===== config.mk =====
export PLATFORM = sky130hd
export DESIGN_NAME = stratified_grid_sample_generator_core
export DESIGN_NICKNAME = d
export VERILOG_FILES = /design/src/hdl/sgsg_pkg.sv /design/src/hdl/stratified_grid_sample_generator_core.sv /design/src/hdl/sgsg_divider.sv /design/src/hdl/sgsg_serial_mul.sv
export SDC_FILE = /design/constraint.sdc
export NUM_CORES = 2
export LEC_CHECK = 0
export ABC_AREA = 1
export BUFFER_PORTS_ARGS = -buffer_cell sky130_fd_sc_hd__buf_2
export CAP_MARGIN = 20
export CORE_MARGIN = 8
export CORE_UTILIZATION = 55
export CTS_CLUSTER_DIAMETER = 30
export DETAILED_ROUTE_END_ITERATION = 16
export GPL_TIMING_DRIVEN = 0
export HOLD_SLACK_MARGIN = 0.15
export PLACE_DENSITY = 0.74
export SLEW_MARGIN = 20
export SYNTH_ARGS = -nofsm -noshare
export SYNTH_HDL_FRONTEND = slang
export SYNTH_SLANG_ARGS = --single-unit

===== constraint.sdc =====
create_clock -name clk_i -period 27.4 [get_ports clk_i]
set_input_delay 5.48 -clock clk_i [delete_from_list [all_inputs] [get_ports clk_i]]
set_output_delay 5.48 -clock clk_i [all_outputs]
set_load 0.01 [all_outputs]

===== src/hdl/sgsg_pkg.sv =====
`timescale 1ns / 1ps
package sgsg_pkg;

  localparam int unsigned MaxCellsDefault = 256;
  localparam int unsigned CoordFracDefault = 16;
  localparam int unsigned JitterFracDefault = 16;
  localparam int unsigned NumAxes = 4;
  localparam int unsigned CfgIdxW = 3;
  localparam int unsigned CfgDataW = 9;
  localparam int unsigned CountW = 9;

  localparam logic [CfgIdxW-1:0] RegPixCellsU = 3'd0;
  localparam logic [CfgIdxW-1:0] RegPixCellsV = 3'd1;
  localparam logic [CfgIdxW-1:0] RegLensCellsU = 3'd2;
  localparam logic [CfgIdxW-1:0] RegLensCellsV = 3'd3;
  localparam logic [CfgIdxW-1:0] RegJitPix = 3'd4;
  localparam logic [CfgIdxW-1:0] RegJitLens = 3'd5;

  localparam logic KindPrepare = 1'b0;
  localparam logic KindSample = 1'b1;

  typedef struct packed {
    logic               kind;
    logic [31:0]        samp_num;
    logic signed [31:0] pix_lo_u;
    logic signed [31:0] pix_hi_u;
    logic signed [31:0] pix_lo_v;
    logic signed [31:0] pix_hi_v;
    logic signed [31:0] lens_lo_u;
    logic signed [31:0] lens_hi_u;
    logic signed [31:0] lens_lo_v;
    logic signed [31:0] lens_hi_v;
    logic [63:0]        jitter_bits;
  } sgsg_in_t;

  typedef struct packed {
    logic [32:0]        sample_count;
    logic signed [31:0] pix_u;
    logic signed [31:0] pix_v;
    logic signed [31:0] lens_u;
    logic signed [31:0] lens_v;
  } sgsg_out_t;

  typedef enum logic [2:0] {
    StIdle,
    StLoad,
    StDiv,
    StMul,
    StAxisDone,
    StOut
  } sgsg_state_e;

  // Handshake between the sequencer and the bit-serial divider.
  typedef struct packed {
    logic        start;
    logic [32:0] dividend;
    logic [8:0]  divisor;
  } sgsg_div_req_t;

  typedef struct packed {
    logic        done;
    logic [32:0] quotient;
    logic [8:0]  remainder;
  } sgsg_div_rsp_t;

endpackage


===== src/hdl/stratified_grid_sample_generator_core.sv =====
`timescale 1ns / 1ps
// Channel | Direction | Handshake                 | Payload
// --------+-----------+---------------------------+------------
// input   | in        | in_valid_i / in_ready_o   | sgsg_in_t
// output  | out       | out_valid_o / out_ready_i | sgsg_out_t
// config  | in        | cfg_we_i                  | index, data
// One item at a time. Each axis runs a bit-serial divide and then a serial
// multiply one bit per cycle.
// Reset restores unit bounds, zero widths and a single cell on every axis.
// A waiting result is held in the output register and input is refused until it
// is taken, so an output stall also holds off the next item.
module stratified_grid_sample_generator_core import sgsg_pkg::*; #(
  parameter int unsigned MAX_CELLS_PER_AXIS = MaxCellsDefault,
  parameter int unsigned COORD_FRAC_BITS = CoordFracDefault,
  parameter int unsigned JITTER_FRAC_BITS = JitterFracDefault
) (
  input  logic                clk_i,
  input  logic                rst_ni,
  input  logic                in_valid_i,
  output logic                in_ready_o,
  input  sgsg_in_t            in_data_i,
  output logic                out_valid_o,
  input  logic                out_ready_i,
  output sgsg_out_t           out_data_o,
  input  logic                cfg_we_i,
  input  logic [CfgIdxW-1:0]  cfg_index_i,
  input  logic [CfgDataW-1:0] cfg_data_i
);
  localparam int unsigned MulW = CountW + JITTER_FRAC_BITS;

  sgsg_state_e state_q, state_d;
  logic [1:0]  axis_q, axis_d;
  logic        kind_q;
  logic [32:0] acc_q, acc_d;       // running quotient or sample count
  logic signed [63:0] term_q, term_d;
  logic [63:0] jit_q;
  logic [CountW-1:0] cells_q [NumAxes];
  logic        jpix_q, jlens_q;
  logic signed [31:0] blo_q [NumAxes];
  logic signed [31:0] bhi_q [NumAxes];
  logic signed [31:0] lo_q [NumAxes];
  logic signed [31:0] hi_q [NumAxes];
  logic signed [31:0] wid_q [NumAxes];
  logic [CountW-1:0]  act_q [NumAxes];
  logic signed [31:0] res_q [NumAxes];
  logic        out_valid_q;
  sgsg_out_t   out_q;

  sgsg_div_req_t div_req;
  sgsg_div_rsp_t div_rsp;
  logic        mul_start, mul_done;
  logic [63:0] prod;
  logic [63:0] pshift;
  logic [32:0] mcand;
  logic [MulW-1:0] mplier;

  logic signed [32:0] span, qmag, wq, wext;
  logic [32:0] mag, wabs;
  logic signed [31:0] wid_new;
  logic [CountW-1:0] act_new;
  logic [CountW-1:0] cfg_sat;
  logic        jit_on;
  logic [15:0] jfield;
  logic [JITTER_FRAC_BITS-1:0] frac;
  logic signed [63:0] x;
  logic        take_in;

  assign in_ready_o = (state_q == StIdle) && !out_valid_q;
  assign take_in    = in_valid_i && in_ready_o;

  always_comb begin
    cfg_sat = cfg_data_i;
    if (cfg_data_i == '0) cfg_sat = CountW'(1);
    if (32'(cfg_data_i) > MAX_CELLS_PER_AXIS) cfg_sat = CountW'(MAX_CELLS_PER_AXIS);
  end

  always_ff @(posedge clk_i or negedge rst_ni) begin
    if (!rst_ni) begin
      for (int a = 0; a < NumAxes; a++) cells_q[a] <= CountW'(1);
      jpix_q  <= 1'b0;
      jlens_q <= 1'b0;
    end else if (cfg_we_i) begin
      case (cfg_index_i)
        RegPixCellsU:  cells_q[0] <= cfg_sat;
        RegPixCellsV:  cells_q[1] <= cfg_sat;
        RegLensCellsU: cells_q[2] <= cfg_sat;
        RegLensCellsV: cells_q[3] <= cfg_sat;
        RegJitPix:     jpix_q <= cfg_data_i[0];
        RegJitLens:    jlens_q <= cfg_data_i[0];
        default: ;
      endcase
    end
  end

  // The whole input transaction is captured when it is accepted.
  always_ff @(posedge clk_i) begin
    if (take_in) begin
      blo_q[0] <= in_data_i.pix_lo_u;  bhi_q[0] <= in_data_i.pix_hi_u;
      blo_q[1] <= in_data_i.pix_lo_v;  bhi_q[1] <= in_data_i.pix_hi_v;
      blo_q[2] <= in_data_i.lens_lo_u; bhi_q[2] <= in_data_i.lens_hi_u;
      blo_q[3] <= in_data_i.lens_lo_v; bhi_q[3] <= in_data_i.lens_hi_v;
      kind_q   <= in_data_i.kind;
      jit_q    <= in_data_i.jitter_bits;
    end
  end

  // The width is divided as a magnitude and the sign restored afterwards,
  // which truncates toward zero.
  assign span    = 33'(bhi_q[axis_q]) - 33'(blo_q[axis_q]);
  assign mag     = span[32] ? -span : span;
  assign qmag    = $signed(div_rsp.quotient);
  assign wq      = span[32] ? -qmag : qmag;
  assign wid_new = (wq > 33'sd2147483647) ? 32'sh7fffffff :
                   (wq < -33'sd2147483648) ? 32'sh80000000 : wq[31:0];
  assign act_new = (blo_q[axis_q] == bhi_q[axis_q]) ? CountW'(1) : cells_q[axis_q];

  assign jit_on = axis_q[1] ? jlens_q : jpix_q;
  assign jfield = jit_q[16*axis_q +: 16];
  assign frac   = jit_on ? jfield[15 -: JITTER_FRAC_BITS]
                         : {1'b1, {(JITTER_FRAC_BITS-1){1'b0}}};
  assign wext   = 33'(wid_q[axis_q]);
  assign wabs   = wext[32] ? -wext : wext;

  // A sample multiplies |width| by the cell index and fraction in one pass, so
  // that the shifted product is index * |width| plus the truncated offset.
  always_comb begin
    div_req.start    = (state_q == StLoad);
    div_req.dividend = (kind_q == KindPrepare) ? mag : acc_q;
    div_req.divisor  = (kind_q == KindPrepare) ? cells_q[axis_q] : act_q[axis_q];
    mul_start        = (state_q == StDiv) && div_rsp.done;
    mcand            = (kind_q == KindPrepare) ? acc_q : wabs;
    mplier           = (kind_q == KindPrepare) ? MulW'(act_new) : {div_rsp.remainder, frac};
  end

  sgsg_divider u_div (.clk_i, .rst_ni, .req_i(div_req), .rsp_o(div_rsp));

  sgsg_serial_mul #(.MW(MulW)) u_mul (
    .clk_i, .rst_ni, .start_i(mul_start),
    .mcand_i(mcand), .mplier_i(mplier), .done_o(mul_done), .prod_o(prod)
  );

  assign pshift = prod >> JITTER_FRAC_BITS;

  always_comb begin
    x = 64'(lo_q[axis_q]) + term_q;
    if (x > 64'(hi_q[axis_q])) x = 64'(hi_q[axis_q]);
    if (x < 64'(lo_q[axis_q])) x = 64'(lo_q[axis_q]);
  end

  // Next state.
  always_comb begin
    state_d = state_q;
    case (state_q)
      StIdle:     if (take_in) state_d = StLoad;
      StLoad:     state_d = StDiv;
      StDiv:      if (div_rsp.done) state_d = StMul;
      StMul:      if (mul_done) state_d = StAxisDone;
      StAxisDone: state_d = (axis_q == 2'd3) ? StOut : StLoad;
      StOut:      state_d = StIdle;
      default:    state_d = StIdle;
    endcase
  end

  // Datapath updates.
  always_comb begin
    axis_d = axis_q;
    acc_d  = acc_q;
    term_d = term_q;
    case (state_q)
      StIdle: begin
        axis_d = 2'd0;
        if (take_in) begin
          acc_d = (in_data_i.kind == KindPrepare) ? 33'd1 : {1'b0, in_data_i.samp_num};
        end
      end
      StDiv:      if (div_rsp.done && kind_q != KindPrepare) acc_d = div_rsp.quotient;
      StMul: begin
        if (mul_done) begin
          if (kind_q == KindPrepare) begin
            acc_d = prod[32:0];
          end else begin
            term_d = wid_q[axis_q][31] ? -$signed(pshift) : $signed(pshift);
          end
        end
      end
      StAxisDone: axis_d = axis_q + 2'd1;
      default: ;
    endcase
  end

  always_ff @(posedge clk_i or negedge rst_ni) begin
    if (!rst_ni) begin
      state_q <= StIdle;
      axis_q  <= '0;
      out_valid_q <= 1'b0;
      for (int a = 0; a < NumAxes; a++) begin
        lo_q[a]  <= '0;
        hi_q[a]  <= 32'sd1 <<< COORD_FRAC_BITS;
        wid_q[a] <= '0;
        act_q[a] <= CountW'(1);
      end
    end else begin
      state_q <= state_d;
      axis_q  <= axis_d;
      if (out_valid_q && out_ready_i) out_valid_q <= 1'b0;
      if (state_q == StOut) out_valid_q <= 1'b1;
      if (state_q == StDiv && div_rsp.done && kind_q == KindPrepare) begin
        lo_q[axis_q]  <= blo_q[axis_q];
        hi_q[axis_q]  <= bhi_q[axis_q];
        act_q[axis_q] <= act_new;
        wid_q[axis_q] <= wid_new;
      end
    end
  end

  always_ff @(posedge clk_i) begin
    acc_q  <= acc_d;
    term_q <= term_d;
    if (state_q == StAxisDone && kind_q != KindPrepare) res_q[axis_q] <= x[31:0];
    if (state_q == StOut) begin
      out_q.sample_count <= (kind_q == KindPrepare) ? acc_q : '0;
      out_q.pix_u  <= (kind_q == KindPrepare) ? '0 : res_q[0];
      out_q.pix_v  <= (kind_q == KindPrepare) ? '0 : res_q[1];
      out_q.lens_u <= (kind_q == KindPrepare) ? '0 : res_q[2];
      out_q.lens_v <= (kind_q == KindPrepare) ? '0 : res_q[3];
    end
  end

  assign out_valid_o = out_valid_q;
  assign out_data_o  = out_q;
endmodule


===== src/hdl/sgsg_divider.sv =====
`timescale 1ns / 1ps
// Restoring divider, one quotient bit per cycle, unsigned 33-bit by 9-bit.
module sgsg_divider import sgsg_pkg::*; (
  input  logic          clk_i,
  input  logic          rst_ni,
  input  sgsg_div_req_t req_i,
  output sgsg_div_rsp_t rsp_o
);
  logic [32:0] quo_q, quo_d;
  logic [9:0]  rem_q, rem_d;
  logic [8:0]  dvs_q, dvs_d;
  logic [5:0]  cnt_q, cnt_d;
  logic        busy_q, busy_d;
  logic        done_q, done_d;
  logic [9:0]  trial;

  always_comb begin
    quo_d  = quo_q;
    rem_d  = rem_q;
    dvs_d  = dvs_q;
    cnt_d  = cnt_q;
    busy_d = busy_q;
    done_d = 1'b0;
    trial  = {rem_q[8:0], quo_q[32]};
    if (req_i.start) begin
      quo_d  = req_i.dividend;
      rem_d  = '0;
      dvs_d  = req_i.divisor;
      cnt_d  = 6'd33;
      busy_d = 1'b1;
    end else if (busy_q) begin
      if (trial >= {1'b0, dvs_q}) begin
        rem_d = trial - {1'b0, dvs_q};
        quo_d = {quo_q[31:0], 1'b1};
      end else begin
        rem_d = trial;
        quo_d = {quo_q[31:0], 1'b0};
      end
      cnt_d = cnt_q - 6'd1;
      if (cnt_q == 6'd1) begin
        busy_d = 1'b0;
        done_d = 1'b1;
      end
    end
  end

  always_ff @(posedge clk_i or negedge rst_ni) begin
    if (!rst_ni) begin
      busy_q <= 1'b0;
      done_q <= 1'b0;
      cnt_q  <= '0;
    end else begin
      busy_q <= busy_d;
      done_q <= done_d;
      cnt_q  <= cnt_d;
    end
  end

  always_ff @(posedge clk_i) begin
    quo_q <= quo_d;
    rem_q <= rem_d;
    dvs_q <= dvs_d;
  end

  assign rsp_o.done      = done_q;
  assign rsp_o.quotient  = quo_q;
  assign rsp_o.remainder = rem_q[8:0];
endmodule


===== src/hdl/sgsg_serial_mul.sv =====
`timescale 1ns / 1ps
// Shift-and-add unsigned multiplier, one multiplier bit per cycle.
module sgsg_serial_mul #(
  parameter int unsigned MW = 25
) (
  input  logic          clk_i,
  input  logic          rst_ni,
  input  logic          start_i,
  input  logic [32:0]   mcand_i,
  input  logic [MW-1:0] mplier_i,
  output logic          done_o,
  output logic [63:0]   prod_o
);
  localparam int unsigned CW = $clog2(MW + 1);
  logic [63:0]   acc_q, acc_d, sh_q, sh_d;
  logic [MW-1:0] mp_q, mp_d;
  logic [CW-1:0] cnt_q, cnt_d;
  logic          busy_q, busy_d, done_q, done_d;

  always_comb begin
    acc_d  = acc_q;
    sh_d   = sh_q;
    mp_d   = mp_q;
    cnt_d  = cnt_q;
    busy_d = busy_q;
    done_d = 1'b0;
    if (start_i) begin
      acc_d  = '0;
      sh_d   = 64'(mcand_i);
      mp_d   = mplier_i;
      cnt_d  = CW'(MW);
      busy_d = 1'b1;
    end else if (busy_q) begin
      if (mp_q[0]) begin
        acc_d = acc_q + sh_q;
      end
      sh_d  = sh_q << 1;
      mp_d  = mp_q >> 1;
      cnt_d = cnt_q - CW'(1);
      if (cnt_q == CW'(1)) begin
        busy_d = 1'b0;
        done_d = 1'b1;
      end
    end
  end

  always_ff @(posedge clk_i or negedge rst_ni) begin
    if (!rst_ni) begin
      busy_q <= 1'b0;
      done_q <= 1'b0;
      cnt_q  <= '0;
    end else begin
      busy_q <= busy_d;
      done_q <= done_d;
      cnt_q  <= cnt_d;
    end
  end

  always_ff @(posedge clk_i) begin
    acc_q <= acc_d;
    sh_q  <= sh_d;
    mp_q  <= mp_d;
  end

  assign done_o = done_q;
  assign prod_o = acc_q;
endmodule


==> out/metrics.csv <==
stage;metric;value;unit
status;status;finished, final reports clean;
power_and_ir_drop;ir_drop;77.3;µV
worst_setup_path;required;27.93;ns
clocking;clk_latency;0.94;ns
route;routed_wl;272000;µm
worst_setup_path;crit_top_cell;nand2_1;
placement;port_buffers;532;
worst_setup_path;worst-path-max-fanout;10;
floorplanning;ios;533;
clocking;root_buffer;clkbuf_16;
route;post_drt_wl_per_cell;24.3;µm
synthesis;ys.flop_type;edfxtp_1;
route;drc;0;
route;final_antenna_net_count;0;
clocking;cts_setup_buffers;0;
global_routing;grt_antenna_before_repair;48;
power_and_ir_drop;p_leak;38.3;nW
synthesis;synth_cells;8247;
synthesis;synth.net_count;8927;
worst_setup_path;critPathLaunchType;register;
clocking;cts-resized-gates;0;
synthesis;async_flop_share;34.5;%
clocking;cts_buffers;299;
worst_setup_path;path_class;register to register;
worst_setup_path;critPathCaptureType;register;
route;dr.pass1.iters;7;
worst_hold_path;hp-class;register to register;
sta;hold_violations;0;
clocking;ctsHoldBuffers;0;
global_routing;grt_max_degree;97;
floorplanning;initial_utilization;55.3;%
floorplanning;core;0.131;mm²
power_and_ir_drop;power_density;66.5;mW/mm²
route;first_iter_violations;7887;
global_routing;grt_usage;36.5;%
global_routing;grt_pass1_wl;395000;µm
cells_and_area;fin_nets;9812;
global_routing;gr-total-overflow;0;
clocking;clkTransAtPathRegs;0.06;ns
sta;slew_headroom;8.48;%
synthesis;synth_edf_count;807;
sta;final.setup.worst_slack;14.38;ns
placement;dp_slack;14.80;ns
placement;routabilityCongestion;1.01;
floorplanning;rows;133;
route;via_count;66500;
sta;finalCritPeriodShare;47.5;%
placement;dpl.hpwl;204000;µm
clocking;ctsHtreeMaxLevel;5;
sta;layout_min_cycle_time;13.02;ns
synthesis;yosysSeqAreaShare;52.8;%
job;drv_cap;0;
synthesis;syn_area_per_cell;8.80;µm²
route;viasPerCell;5.96;
floorplanning;die_x;379;µm
sta;skew;0.106;ns
worst_setup_path;cp_slowest_cell;a32oi_1;
synthesis;synth_seq_cells;1390;
sta;worst_pin_slew;1.37;ns
clocking;clock_sinks;1390;
sta;max_freq;0.0768;GHz
clocking;tritoncts;yes;
cells_and_area;drive_above_1_share;13.1;%
worst_setup_path;r2r_setup_slack;14.38;ns
cells_and_area;area_growth;22.1;%
synthesis;ys_types;63;
global_routing;grt_pass1_vias;64500;
sta;slew_violations;0;
worst_setup_path;cp.arrival;13.55;ns
clocking;cts_max_path_buffers;4;
worst_setup_path;cp_slowest_stage_delay;1.11;ns
sta;setup_tns;0;ns
floorplanning;dieArea;0.144;mm²
synthesis;synthesis.area;0.0726;mm²
synthesis;ys_warn_count;0;
sta;rsz0062_at_grt;no;
sta;finalSetupViolCount;0;
floorplanning;die-height;379;µm
[critical path: cells and delay by family, from the launching register on]
family | cells | cell delay (ns)
xor+xnor | 1 | 0.18
simple gates | 21 | 3.20
buf+inv | 12 | 4.31
compound gates | 13 | 3.56
fa+ha+maj | 3 | 0.90
flops | 1 | 0.47
[synthesized netlist by cell type, types with 26 or more instances]
cell type / instances / area (µm²)
buf_2: 45 / 225
buf_1: 33 / 124
edfxtp_1: 807 / 24200
clkbuf_1: 290 / 1090
nand4_1: 50 / 313
a32oi_1: 87 / 762
ha_1: 306 / 3830
o21ai_1: 28 / 140
xnor2_1: 70 / 613
dfrtp_1: 467 / 11700
a22oi_1: 33 / 248
a31oi_1: 178 / 1110
inv_1: 977 / 3670
o22ai_1: 57 / 357
o21ai_0: 833 / 4170
nor2_1: 771 / 2890
nor3_1: 64 / 320
xor2_1: 152 / 1330
nand2_1: 1789 / 6720
nand3_1: 211 / 1060
o221ai_1: 26 / 228
dfxtp_1: 104 / 2080
a21oi_1: 612 / 3060
[placed cells by master, fill, tap and decap left out, drive strengths merged, types with 5 or more instances in the layout]
master / instances
nand2: 1792
inv: 1013
o21ai: 864
edfxtp: 807
nor2: 775
buf: 666
clkbuf: 643
a21oi: 614
dfrtp: 467
ha: 306
nand3: 212
a31oi: 198
xor2: 152
dfxtp: 104
clkinv: 88
a32oi: 87
nor3: 72
xnor2: 70
o22ai: 57
nand4: 50
diode: 44
bufinv: 39
a22oi: 33
clkinvlp: 32
o221ai: 26
nor4: 24
a32o: 21
o211ai: 19
a21o: 16
o21a: 15
dfstp: 12
or2: 12
a21boi: 12
o21bai: 11
a211oi: 11
nand3b: 7
and3: 5
[cell type report]
class                           instances  area (µm²)
Clock buffer                          352        7940
Clock inverter                        173        2100
Multi-Input combinational cell       5485       29100
Tap cell                             1755        2200
Fill cell                           10300       42700
Sequential cell                      1390       38300
Timing Repair Buffer                  584        3550
Buffer                                373        1500
Antenna cell                           44         110
Inverter                              999        3750
[where the power goes]
part | internal, W | switching (W) | total (W)
sequential | 0.00222 | 0.00000501 | 0.00222
clock | 0.00243 | 0.00117 | 0.00360
combinational | 0.0000269 | 0.0000411 | 0.0000680
[routing by layer]
layer	routed length (µm)	share of wire, %	track usage (%)
met1	103000	38	45.9
met2	122000	45	57.2
met3	30200	11	10.3
met4	16200	6.0	19.7
met5	59	0.022	0
[logic make-up after synthesis]
kind of cell | synth area share, %
buffers and inverters | 7.23
AOI/OAI and AO/OA | 15.7
DFF | 52.8
and+or+nand+nor | 16.2
xor gates and xnor gates | 2.68
adders and majority gates | 5.39
muxes | 0.0138
[per-stage QoR]
step	std cells	instance area [µm²]	total power [W]	hold slack, ns	util, %
after floorplan	8247	72600	0.00227	0.437	-
final	11200	88600	0.00590	0.443	67.5
after CTS	11100	88400	0.00590	0.447	67.4
after global routing	11100	88600	0.00601	0.462	67.5
after detailed placement	10600	78400	0.00233	0.453	59.7
after global placement	10500	77400	0.00232	0.447	59.0
[path summary, 6_finish.rpt]
check	from	endpoint	depth (start not counted)
worst max-delay path	axis_q[0]$_DFFE_PN0P_	res_q[0][29]$_DFFE_PP_	50
max in group asynchronous	rst_ni	hi_q[80]$_DFFE_PN1P_	6
worst max register to register	axis_q[0]$_DFFE_PN0P_	res_q[0][29]$_DFFE_PP_	50
min in group asynchronous	rst_ni	u_mul.busy_q$_DFF_PN0_	1
worst min-delay path	res_q[1][22]$_DFFE_PP_	out_data_o[86]$_SDFFCE_PN0P_	2
worst min register to register	res_q[1][22]$_DFFE_PP_	out_data_o[86]$_SDFFCE_PN0P_	2
[state kept, by name (all words and copies together) (netlist names), 36 cells and up]
signal        count
blo_q           128
out_data_o      161
bhi_q           128
res_q           128
cells_q          36
lo_q            128
jit_q            64
act_q            36
wid_q           128
hi_q            128
u_mul.prod_o     64
term_q           64
u_mul.sh_q       64
Note: power is estimated with default switching activity, not from simulation.
